===== src/sv/dbhu_pkg.sv =====
// ----------------------------------------------------------------------------
// dbhu_pkg
// Shared types, codes and sizes for the debug breakpoint halt unit.
// ----------------------------------------------------------------------------
package dbhu_pkg;

    // Default ring size for breakpoint addresses.
    localparam int NUM_BREAKPOINTS_DEF = 8;

    // Field widths.
    localparam int OPCODE_W   = 4;
    localparam int ADDR_W     = 16;
    localparam int LINE_W     = 9;
    localparam int SCANBRK_W  = 10;
    localparam int CAUSE_W    = 4;
    localparam int CFG_IDX_W  = 2;
    localparam int CFG_DATA_W = 10;

    // Stream payload widths.
    localparam int IN_TDATA_W  = 48;
    localparam int IN_TUSER_W  = 4;
    localparam int OUT_TDATA_W = 8;
    localparam int OUT_TUSER_W = 4;

    typedef logic [OPCODE_W-1:0]   t_opcode;
    typedef logic [CAUSE_W-1:0]    t_cause;
    typedef logic [CFG_IDX_W-1:0]  t_cfg_idx;

    // Event codes.
    localparam t_opcode OP_CPU_STEP = 4'd0;
    localparam t_opcode OP_USER     = 4'd1;
    localparam t_opcode OP_SCANLINE = 4'd2;
    localparam t_opcode OP_IRQ      = 4'd3;
    localparam t_opcode OP_DI       = 4'd4;
    localparam t_opcode OP_EI       = 4'd5;
    localparam t_opcode OP_GENERIC  = 4'd6;
    localparam t_opcode OP_ADD_BP   = 4'd7;
    localparam t_opcode OP_CLEAR    = 4'd8;
    localparam t_opcode OP_RESUME   = 4'd9;

    // Halt causes.
    localparam t_cause CAUSE_NONE     = 4'd0;
    localparam t_cause CAUSE_STEP     = 4'd1;
    localparam t_cause CAUSE_BP       = 4'd2;
    localparam t_cause CAUSE_USER     = 4'd3;
    localparam t_cause CAUSE_SCANLINE = 4'd4;
    localparam t_cause CAUSE_IRQ      = 4'd5;
    localparam t_cause CAUSE_DI       = 4'd6;
    localparam t_cause CAUSE_EI       = 4'd7;
    localparam t_cause CAUSE_GENERIC  = 4'd8;

    // Configuration register indexes.
    localparam t_cfg_idx CFG_IRQ_EN   = 2'd0;
    localparam t_cfg_idx CFG_DI_EN    = 2'd1;
    localparam t_cfg_idx CFG_EI_EN    = 2'd2;
    localparam t_cfg_idx CFG_SCAN_BRK = 2'd3;

    // Reset value of the scanline break register (-1, disabled).
    localparam logic [SCANBRK_W-1:0] SCAN_BRK_OFF = '1;

    // Controller to datapath commands.
    typedef struct packed {
        logic capture;  // latch the accepted item and its breakpoint matches
        logic execute;  // apply the latched item and load the result register
    } t_dp_cmd;

    // Datapath to controller status.
    typedef struct packed {
        logic out_busy; // result register holds a transaction that is not taken
    } t_dp_status;

endpackage


===== src/sv/dbhu_ctrl.sv =====
// ----------------------------------------------------------------------------
// dbhu_ctrl
// Two-state controller: accept an item, then execute it once the result
// register can take the result.
// ----------------------------------------------------------------------------
module dbhu_ctrl (
    input  logic                i_clk,
    input  logic                i_rst_n,
    input  logic                i_in_valid,
    output logic                o_in_ready,
    input  dbhu_pkg::t_dp_status i_status,
    output dbhu_pkg::t_dp_cmd    o_cmd
);
    import dbhu_pkg::*;

    typedef enum logic [1:0] {
        S_IDLE = 2'b01,
        S_EXEC = 2'b10
    } t_state;

    t_state r_state;
    t_state n_state;

    always_comb begin
        n_state       = r_state;
        o_in_ready    = 1'b0;
        o_cmd.capture = 1'b0;
        o_cmd.execute = 1'b0;
        case (r_state)
            S_IDLE: begin
                o_in_ready    = 1'b1;
                o_cmd.capture = i_in_valid;
                if (i_in_valid) begin
                    n_state = S_EXEC;
                end
            end
            S_EXEC: begin
                if (!i_status.out_busy) begin
                    o_cmd.execute = 1'b1;
                    n_state       = S_IDLE;
                end
            end
            default: begin
                n_state = S_IDLE;
            end
        endcase
    end

    always_ff @(posedge i_clk) begin
        if (!i_rst_n) begin
            r_state <= S_IDLE;
        end else begin
            r_state <= n_state;
        end
    end

endmodule


===== src/sv/dbhu_dp.sv =====
// ----------------------------------------------------------------------------
// dbhu_dp
// Datapath: configuration registers, session flags, breakpoint ring with
// parallel comparators, halt decision and the result register.
// ----------------------------------------------------------------------------
module dbhu_dp #(
    parameter int NUM_BP = dbhu_pkg::NUM_BREAKPOINTS_DEF
) (
    input  logic                                 i_clk,
    input  logic                                 i_rst_n,
    input  logic                                 i_cfg_we,
    input  dbhu_pkg::t_cfg_idx                   i_cfg_index,
    input  logic [dbhu_pkg::CFG_DATA_W-1:0]      i_cfg_data,
    input  dbhu_pkg::t_dp_cmd                    i_cmd,
    output dbhu_pkg::t_dp_status                 o_status,
    input  dbhu_pkg::t_opcode                    i_opcode,
    input  logic [dbhu_pkg::ADDR_W-1:0]          i_pc,
    input  logic [dbhu_pkg::LINE_W-1:0]          i_scan_line,
    input  logic [dbhu_pkg::ADDR_W-1:0]          i_bp_address,
    input  logic                                 i_single_step,
    output logic                                 o_out_valid,
    input  logic                                 i_out_ready,
    output logic                                 o_halt,
    output dbhu_pkg::t_cause                     o_halt_cause,
    output logic                                 o_session_running
);
    import dbhu_pkg::*;

    localparam int PTR_W = (NUM_BP > 1) ? $clog2(NUM_BP) : 1;
    localparam logic [PTR_W-1:0] PTR_LAST = PTR_W'(NUM_BP - 1);

    // Configuration.
    logic                 r_irq_en;
    logic                 r_di_en;
    logic                 r_ei_en;
    logic [SCANBRK_W-1:0] r_scan_brk;

    // Session state and breakpoint ring.
    logic              r_running;
    logic              r_stepping;
    logic [NUM_BP-1:0] r_bp_valid;
    logic [ADDR_W-1:0] r_bp_addr [NUM_BP];
    logic [PTR_W-1:0]  r_ptr;

    // Latched item.
    t_opcode           r_op;
    logic [LINE_W-1:0] r_line;
    logic [ADDR_W-1:0] r_addr;
    logic              r_single;
    logic [NUM_BP-1:0] r_hit;

    // Result register.
    logic   r_out_valid;
    logic   r_out_halt;
    t_cause r_out_cause;
    logic   r_out_running;

    logic              n_running;
    logic              n_stepping;
    t_cause            n_cause;
    logic [NUM_BP-1:0] n_hit;

    always_ff @(posedge i_clk) begin
        if (!i_rst_n) begin
            r_irq_en   <= 1'b0;
            r_di_en    <= 1'b0;
            r_ei_en    <= 1'b0;
            r_scan_brk <= SCAN_BRK_OFF;
        end else if (i_cfg_we) begin
            case (i_cfg_index)
                CFG_IRQ_EN:   r_irq_en   <= i_cfg_data[0];
                CFG_DI_EN:    r_di_en    <= i_cfg_data[0];
                CFG_EI_EN:    r_ei_en    <= i_cfg_data[0];
                CFG_SCAN_BRK: r_scan_brk <= i_cfg_data[SCANBRK_W-1:0];
                default: begin
                end
            endcase
        end
    end

    // One comparator per ring entry, registered with the item.
    always_comb begin
        for (int i = 0; i < NUM_BP; i++) begin
            n_hit[i] = r_bp_valid[i] && (r_bp_addr[i] == i_pc);
        end
    end

    always_ff @(posedge i_clk) begin
        if (i_cmd.capture) begin
            r_op     <= i_opcode;
            r_line   <= i_scan_line;
            r_addr   <= i_bp_address;
            r_single <= i_single_step;
            r_hit    <= n_hit;
        end
    end

    always_comb begin
        n_running  = r_running;
        n_stepping = r_stepping;
        n_cause    = CAUSE_NONE;
        case (r_op)
            OP_CPU_STEP: begin
                if (r_stepping || !r_running) begin
                    n_stepping = 1'b0;
                    n_cause    = CAUSE_STEP;
                end else if (|r_hit) begin
                    n_cause = CAUSE_BP;
                end
            end
            OP_USER:     n_cause = CAUSE_USER;
            OP_SCANLINE: begin
                // The line is never negative, so the disabled value cannot match.
                if ({1'b0, r_line} == r_scan_brk) begin
                    n_cause = CAUSE_SCANLINE;
                end
            end
            OP_IRQ:      if (r_irq_en) n_cause = CAUSE_IRQ;
            OP_DI:       if (r_di_en)  n_cause = CAUSE_DI;
            OP_EI:       if (r_ei_en)  n_cause = CAUSE_EI;
            OP_GENERIC:  n_cause = CAUSE_GENERIC;
            OP_ADD_BP, OP_CLEAR: begin
            end
            OP_RESUME: begin
                n_running = 1'b1;
                if (r_single) begin
                    n_stepping = 1'b1;
                end
            end
            default: begin
                n_running = 1'b0;
            end
        endcase
        if (n_cause != CAUSE_NONE) begin
            n_running = 1'b0;
        end
    end

    always_ff @(posedge i_clk) begin
        if (!i_rst_n) begin
            r_running   <= 1'b0;
            r_stepping  <= 1'b0;
            r_bp_valid  <= '0;
            r_ptr       <= '0;
            r_out_valid <= 1'b0;
        end else begin
            if (i_cmd.execute) begin
                r_running  <= n_running;
                r_stepping <= n_stepping;
                if (r_op == OP_ADD_BP) begin
                    r_bp_valid[r_ptr] <= 1'b1;
                    r_ptr <= (r_ptr == PTR_LAST) ? '0 : r_ptr + 1'b1;
                end else if (r_op == OP_CLEAR) begin
                    r_bp_valid <= '0;
                    r_ptr      <= '0;
                end
                r_out_valid <= 1'b1;
            end else if (i_out_ready) begin
                r_out_valid <= 1'b0;
            end
        end
    end

    always_ff @(posedge i_clk) begin
        if (i_cmd.execute && (r_op == OP_ADD_BP)) begin
            r_bp_addr[r_ptr] <= r_addr;
        end
    end

    always_ff @(posedge i_clk) begin
        if (i_cmd.execute) begin
            r_out_halt    <= (n_cause != CAUSE_NONE);
            r_out_cause   <= n_cause;
            r_out_running <= n_running;
        end
    end

    assign o_status.out_busy = r_out_valid && !i_out_ready;
    assign o_out_valid       = r_out_valid;
    assign o_halt            = r_out_halt;
    assign o_halt_cause      = r_out_cause;
    assign o_session_running = r_out_running;

endmodule


===== src/sv/debug_breakpoint_halt_unit.sv =====
// ----------------------------------------------------------------------------
// debug_breakpoint_halt_unit
// Debug halt unit: session flags, a breakpoint ring and event-driven halts.
// ----------------------------------------------------------------------------
// Each accepted item is latched, then executed into the result register once
// that register can take it; the two-state controller takes no new item
// until the current one has been executed. A stalled result holds the
// controller in its execute state until the result register drains.
// Reset: synchronous, active low; clears the session flags, every breakpoint
// valid bit, the insert pointer, the configuration and the result valid.
// ----------------------------------------------------------------------------
module debug_breakpoint_halt_unit #(
    parameter int NUM_BREAKPOINTS = dbhu_pkg::NUM_BREAKPOINTS_DEF
) (
    input  logic                               i_clk,
    input  logic                               i_rst_n,
    // Configuration write port.
    input  logic                               i_cfg_we,
    input  dbhu_pkg::t_cfg_idx                 i_cfg_index,
    input  logic [dbhu_pkg::CFG_DATA_W-1:0]    i_cfg_data,
    // Input stream.
    input  logic                               i_s_tvalid,
    output logic                               o_s_tready,
    // tdata: pc[15:0], scan_line[24:16], bp_address[40:25], single_step[41],
    // zero fill[47:42].
    input  logic [dbhu_pkg::IN_TDATA_W-1:0]    i_s_tdata,
    // tuser: opcode[3:0].
    input  logic [dbhu_pkg::IN_TUSER_W-1:0]    i_s_tuser,
    // Output stream.
    output logic                               o_m_tvalid,
    input  logic                               i_m_tready,
    // tdata: halt[0], session_running[1], zero fill[7:2].
    output logic [dbhu_pkg::OUT_TDATA_W-1:0]   o_m_tdata,
    // tuser: halt_cause[3:0].
    output logic [dbhu_pkg::OUT_TUSER_W-1:0]   o_m_tuser
);
    import dbhu_pkg::*;

    t_dp_cmd    w_cmd;
    t_dp_status w_status;

    logic   w_halt;
    t_cause w_cause;
    logic   w_running;

    // The controller only sequences the work and keeps just its state register;
    // all other state, including the configuration, lives in the datapath.
    dbhu_ctrl u_ctrl (
        .i_clk      (i_clk),
        .i_rst_n    (i_rst_n),
        .i_in_valid (i_s_tvalid),
        .o_in_ready (o_s_tready),
        .i_status   (w_status),
        .o_cmd      (w_cmd)
    );

    // The breakpoint comparators run in parallel on the incoming pc and their
    // match vector is registered with the transaction, so the execute cycle
    // only has to reduce it.
    dbhu_dp #(
        .NUM_BP (NUM_BREAKPOINTS)
    ) u_dp (
        .i_clk             (i_clk),
        .i_rst_n           (i_rst_n),
        .i_cfg_we          (i_cfg_we),
        .i_cfg_index       (i_cfg_index),
        .i_cfg_data        (i_cfg_data),
        .i_cmd             (w_cmd),
        .o_status          (w_status),
        .i_opcode          (i_s_tuser[OPCODE_W-1:0]),
        .i_pc              (i_s_tdata[15:0]),
        .i_scan_line       (i_s_tdata[24:16]),
        .i_bp_address      (i_s_tdata[40:25]),
        .i_single_step     (i_s_tdata[41]),
        .o_out_valid       (o_m_tvalid),
        .i_out_ready       (i_m_tready),
        .o_halt            (w_halt),
        .o_halt_cause      (w_cause),
        .o_session_running (w_running)
    );

    // Pack the result fields, lowest bit first, with zero fill above.
    assign o_m_tdata = {{(OUT_TDATA_W-2){1'b0}}, w_running, w_halt};
    assign o_m_tuser = w_cause;

endmodule


===== config.mk =====
export PLATFORM = sky130hd
export DESIGN_NAME = debug_breakpoint_halt_unit
export DESIGN_NICKNAME = d
export VERILOG_FILES = /design/src/sv/dbhu_pkg.sv /design/src/sv/dbhu_ctrl.sv /design/src/sv/dbhu_dp.sv /design/src/sv/debug_breakpoint_halt_unit.sv
export SDC_FILE = /design/constraint.sdc
export NUM_CORES = 1
export LEC_CHECK = 0
export BUFFER_PORTS_ARGS = -buffer_cell sky130_fd_sc_hd__buf_4
export CAP_MARGIN = 20
export CORE_ASPECT_RATIO = 1.1
export CORE_MARGIN = 2
export CORE_UTILIZATION = 45
export DETAILED_ROUTE_END_ITERATION = 12
export PLACE_DENSITY = 0.61
export SLEW_MARGIN = 10
export SYNTH_ARGS = -nofsm -noshare
export SYNTH_HDL_FRONTEND = slang
export SYNTH_SLANG_ARGS = --single-unit

===== constraint.sdc =====
create_clock -name i_clk -period 3.3 [get_ports i_clk]
set_input_delay 0.66 -clock i_clk [delete_from_list [all_inputs] [get_ports i_clk]]
set_output_delay 0.66 -clock i_clk [all_outputs]
set_load 0.005 [all_outputs]

# Word-level counts from Yosys, hierarchy flattened
# Memory sizes are Yosys's and may differ from the RTL's.
# Index checks and enable logic that the tools add are counted.
# totals
n_memories	1
wordCells	110
register_bits	73
inputBits	69
mem_bits_rw	128
output_inout_bits	14
# memory_table
memory	depth	width	read_ports	rd_ports_with_merged_regs	write_ports	line_no	rtl
u_dp.r_bp_addr	8	16	8	0	1	dbhu_dp.sv:42	logic [ADDR_W-1:0] r_bp_addr [NUM_BP];
# op_classes
add_sub_neg	1
n_lt_le_gt_ge	2
eq_ne	28
mux	30
reduce_logical	29
bitwise	1
# ops
operator	count
== test 16 bit	8
case mux 4 bit (7 select lines)	1
two-way mux 3 bit	7
== test 4 x 3 -> 1 bit (second input constant)	4
two-way mux 8 bit	2
two-way mux 1 bit	12
AND reduction 2 bit	6
logical AND 1 bit	11
== test 9 x 10 -> 1 bit	1
OR reduction 9 bit	1
== test 4 x 2 -> 1 bit (second input constant)	2
== test 4 bit (second input constant)	2
bitwise OR 8 bit	1
OR reduction 8 bit	1
== test 2 bit (second input constant)	3
two-way mux 2 bit	3
nonzero test 2 bit	3
== test 2 x 1 -> 1 bit (second input constant)	2
== test 4 x 1 -> 1 bit (second input constant)	1
zero test 4 bit	1
less-than comparator 3 x 4 -> 1 bit (second input constant)	1
two-way mux 4 bit	1
inequality test 2 x 1 -> 1 bit (second input constant)	2
inequality test 2 bit (second input constant)	2
other kinds (11)	13

# Logic depth before layout (Yosys ltp)
# logic_depth
depth_word	7
mapped_depth	6
depth_no_buf	5

# By module
# A second synthesis with hierarchy kept.
# unflattened
cells_unflattened	547
area_unflattened_um2	8131.5
# modules_own_cells
module	cells_each	n_inst	seq_area_each_um2	area_each_um2
dbhu_dp	530	1	5705.5	7983.9
dbhu_ctrl	8	1	40.0	83.8
debug_breakpoint_halt_unit	9	1	0.0	63.8

# Worst setup path after synthesis
# No wires, ideal clock.
# synth_path
path_type	input port to flip-flop
startpoint	input port i_m_tready
endpoint	memory u_dp.r_bp_addr[0][0] (enable)
slack_ns	0.259
path_stages	3
t_arrival_ns	2.607
setup_ns	0.434
t_required_ns	2.866
path_buffers	0
cell_sequence	nand2b_1 > nand3b_1 > nor4_1
# synth_via
elab_chain_cells	7
# synth_rtl
element	line_no	rtl
from (decl)	debug_breakpoint_halt_unit.sv:31	input logic i_m_tready,
zero test 1 bit	dbhu_dp.sv:178	assign o_status.out_busy = r_out_valid && !i_out_ready;
logical AND 1 bit	dbhu_dp.sv:178	
two-way mux 1 bit	dbhu_ctrl.sv:38	if (!i_status.out_busy) begin
two-way mux 1 bit	dbhu_ctrl.sv:29	case (r_state)
logical AND 1 bit	dbhu_dp.sv:165	if (i_cmd.execute && (r_op == OP_ADD_BP)) begin
two-way mux 1 bit	dbhu_dp.sv:165	
two-way mux 1 bit (not written as such)	dbhu_dp.sv:166	r_bp_addr[r_ptr] <= r_addr;
to (decl)	dbhu_dp.sv:42	
# Every way passes these cells.

# Final worst setup path
# layout_path
startpoint	register u_dp.r_op[3]
endpoint	memory u_dp.r_bp_addr[0][3] (enable)
# layout_via
elab_chain_cells	4
# layout_rtl
element	line_no	rtl
from (decl)	dbhu_dp.sv:46	t_opcode r_op;
from (signal assigned)	dbhu_dp.sv:90	r_op <= i_opcode;
== test 4 x 3 -> 1 bit	dbhu_dp.sv:165	
logical AND 1 bit	dbhu_dp.sv:165	
two-way mux 1 bit	dbhu_dp.sv:165	
two-way mux 1 bit (not written as such)	dbhu_dp.sv:166	
# Every way passes these cells.

==> summary.txt <==
Worst setup path
  – Worst Setup End Kind: flip-flop
  – Max stage delay on crit path: 0.56 ns
  – Critical Path RT: 3.46 ns
  – Cell class contributing the biggest share of worst-path delay: simple AND/OR/NAND/NOR gates
  – CP Depth: 4
  – Worst-case reg-to-reg path depth: 4
  – Flop-to-flop setup slack: 1.13 ns
  – Worst setup path end: u_dp.r_bp_addr[0][3]
  – Reg-to-reg critical path endpoint: u_dp.r_bp_addr[0][3]
  – CP cell instances: and4b_1, nand3b_1, nor4_2, buf_4
  – Crit path launch type: flip-flop
  – Critical Path Start: u_dp.r_op[3]
  – CP arrival: 2.33 ns
  – CP Class: reg2reg
  – Slowest stage cell on the critical path: edfxtp_1
  – Crit path max fanout: 17
  – Crit Reg-Reg Startpoint: u_dp.r_op[3]
  – Crit path buffers/inverters: 1

STA
  – Setup violators final: 0
  – Fin. Hold Viols: 0
  – Slew Limit Fails: 0
  – Post-Route Setup TNS: 0 ns
  – Fin crit share: 65.85%
  – Period minus WS final: 2.173 ns
  – Slew @ Worst Pin: 0.8035 ns
  – Peak Freq: 460.2 MHz
  – Slew margin rel.: 45.05%
  – RSZ-0062 raised after global routing: false
  – Layout Skew: 0.01444 ns

Routing
  – Vias per cell: 5.085
  – Via count: 4444
  – DRT Wirelength: 17.42 mm
  – Drt first pass iters: 4
  – Initial DRC count: 321
  – # DRC: 0
  – DR WL/cell: 19.94 um
  – Routed Antenna Nets: 0

Clocking
  – Clk_lat worst skew: 0.49 ns
  – Worst-path clk slew: 0.06 ns
  – Max clock buf depth: 3
  – CTS tree: done
  – H-tree levels: 1
  – Total CTS buffers: 21
  – Hold Buf Count CTS: 0
  – Setup Fix Bufs, Post-CTS: 0
  – PostCTS Resize Cnt: 0
  – Clock sink total: 201
  – Clock Root Buffer: clkbuf_16

Yosys
  – Warnings from Yosys: 0
  – Async SR Flop Fraction: 0%
  – Synth Flop Type: edfxtp_1
  – Mapped cell area: 8154 sq um
  – Leading area contributor after synthesis: edfxtp_1
  – Post-synthesis adder-cell area fraction: 0.3069%
  – Post-synthesis mux area share: 0.3683%
  – Seq/Total Area, Yosys: 70.46%
  – Cells after Synth: 544
  – Post-synthesis register bit count: 201
  – Simple-gate area share of the yosys netlist: 9.360%
  – Post-Synth XOR/XNOR Area: 14.72%
  – EDFF count, synth: 172
  – Avg Synthesized Cell Area: 14.99 sq um
  – Share of the synthesized area in the top cell type: 63.34%
  – Compound-Gate Fraction of Synth Area: 2.762%
  – Synth unique cells: 48
  – Synth area leaders: edfxtp_1 (63%), xnor2_1 (10%), dfxtp_1 (7.1%), xor2_1 (4.4%), nand4_1 (1.8%)
  – Largest family of logic cells by synthesized area: XOR/XNOR gates

Final layout
  – Layout cells sized above 1: 19.18%
  – Final nets: 694
  – Ant diodes: 0
  – Finished Core Util: 54.41%
  – Post-route cell area: 9652 sq um
  – Area Growth Syn to Fin: 18.37%

Status
  – Status: completed

Worst hold path
  – HP Class: in2reg

Pwr
  – Worst vdd ir: 0.0004357 V
  – PD cells: 565.1 nW/um^2
  – Leakage: 3.234 nW

Global route
  – GRT Util Overall: 18.56%
  – Initial antenna violation count: 0
  – Remaining global-route overflow: 0
  – Largest net degree at the start of global routing: 24
  – First-pass GRT wire length: 27.04 mm
  – Vias in the first global route: 4648

Place
  – Number of port buffers: 70
  – RD Place Congestion: 0.7751
  – Post-DP HPWL: 11.57 mm
  – Dpl cell area: 8981 sq um

Die
  – Die Span X: 132.3 um
  – Ports: 83
  – Die ar.: 19210 sq um
  – Core box area: 17740 sq um
  – Placement row count: 51
  – Chip height: 145.2 um
  – Initial core utilization: 45.97%

Run
  – Maxcap violations: 0
==> worst reg2reg max path: stages (launching register included) <==
cell and delay [ns]:
edfxtp_1 0.56, and4b_1 0.40, nand3b_1 0.27, nor4_2 0.27, buf_4 0.34
==> placed cells by master (no fill, tap or decap), drive strengths merged, types with 2 or more instances in the layout <==
cell type and count:
nor2b 8, mux2i 3, inv 3, xor2 41
o22ai 2, o21ai 2, clkinv 10, ha 2
o21a 9, dfxtp 29, nor3 8, conb 6
nor3b 2, buf 81, nand2 36, nand4 24
nor4 23, a21boi 3, xnor2 96, bufinv 3
nor2 7, nand3b 4, nand3 15, clkbuf 23
edfxtp 172, nand2b 5, a21oi 3
==> routing by layer <==
metal  share of wire (%)  routed length (um)  vias up  track usage, %
li1                    -                   -     2127               -
met1                  43                7440     2170           24.28
met2                  50                8659      119           31.58
met3                 4.9                 848       28           3.005
met4                 2.7                 475        0           6.075
met5                   0                   0        -               0
==> Yosys cell counts, types with 3 or more instances <==
cell type,n
edfxtp_1,172
xnor2_1,96
xor2_1,41
nand2_1,36
dfxtp_1,29
nand4_1,24
nor4_1,22
clkbuf_1,18
nand3_1,14
buf_4,10
o21a_1,9
nor2b_1,8
nor3_1,8
nor2_1,6
nand2b_1,5
nand3b_1,4
a21oi_1,3
inv_1,3
mux2i_1,3
==> worst min-delay path by stage <==
stage               slack, ns  cells after the start                from                  to
floorplan                0.44                      1  u_dp.r_bp_valid[0]  u_dp.r_bp_valid[0]
global placement         0.45                      1  u_dp.r_bp_valid[1]  u_dp.r_bp_valid[1]
detailed placement       0.45                      1  u_dp.r_bp_valid[0]  u_dp.r_bp_valid[0]
CTS                      0.33                      1       i_s_tdata[32]      u_dp.r_addr[7]
global route             0.33                      1       i_s_tdata[32]      u_dp.r_addr[7]
finish                   0.34                      1        i_s_tuser[1]        u_dp.r_op[1]
==> registers in the layout, indices dropped and copies added, names as in the netlist <==
| name | cells |
|---|---|
| u_dp.r_irq_en | 1 |
| u_dp.o_halt_cause | 4 |
| u_dp.o_out_valid | 1 |
| u_dp.r_single | 1 |
| u_dp.r_bp_addr | 128 |
| u_dp.r_bp_valid | 8 |
| u_dp.r_op | 4 |
| u_ctrl.r_state | 2 |
| u_dp.r_hit | 8 |
| u_dp.r_ei_en | 1 |
| u_dp.r_addr | 16 |
| u_dp.o_halt | 1 |
| u_dp.r_stepping | 1 |
| u_dp.r_di_en | 1 |
| u_dp.r_ptr | 3 |
| u_dp.r_scan_brk | 10 |
| u_dp.o_session_running | 1 |
| u_dp.r_running | 1 |
| u_dp.r_line | 9 |
==> power by group <==
part | total (mW) | leakage [nW] | switching, mW | internal [mW]
Clock | 2.33 | 0.331 | 0.933 | 1.39
Sequential | 2.86 | 1.81 | 0.0538 | 2.81
Combinational | 0.267 | 1.09 | 0.140 | 0.127
Total | 5.45 | 3.23 | 1.13 | 4.33
==> layout make-up <==
type,count,area [sq um]
Fill cell,1519,8088
Sequential cell,201,5746
Tap cell,238,297.8
Multi-Input combinational cell,315,2293
Clock buffer,23,533.0
Inverter,3,11.26
Timing Repair Buffer,81,633.1
Clock inverter,13,137.6
==> metrics by stage <==
stage / setup WS [ns] / hold slack (ns) / instances / total power, mW
3_3_place_gp: 1.042 / 0.4461 / 838 / 3.179
5_1_grt: 0.9976 / 0.3257 / 874 / 5.633
6_report: 1.127 / 0.3417 / 874 / 5.454
2_1_floorplan: 0.2593 / 0.4406 / 549 / 3.052
3_5_place_dp: 1.001 / 0.4547 / 838 / 3.186
4_1_cts: 1.115 / 0.3275 / 874 / 5.505
==> cells by family (layout without fill, tap and decap cells) <==
logic type / Yosys count / after routing
buffers and inverters: 33 / 120
AND/OR/NAND/NOR: 138 / 138
other: 1 / 6
AO/OA/AOI/OAI: 29 / 29
multiplexers: 3 / 3
XOR/XNOR: 137 / 137
flip-flops: 201 / 201
adder cells (fa/ha/maj): 2 / 2
Power figures use the tool's default switching activity.
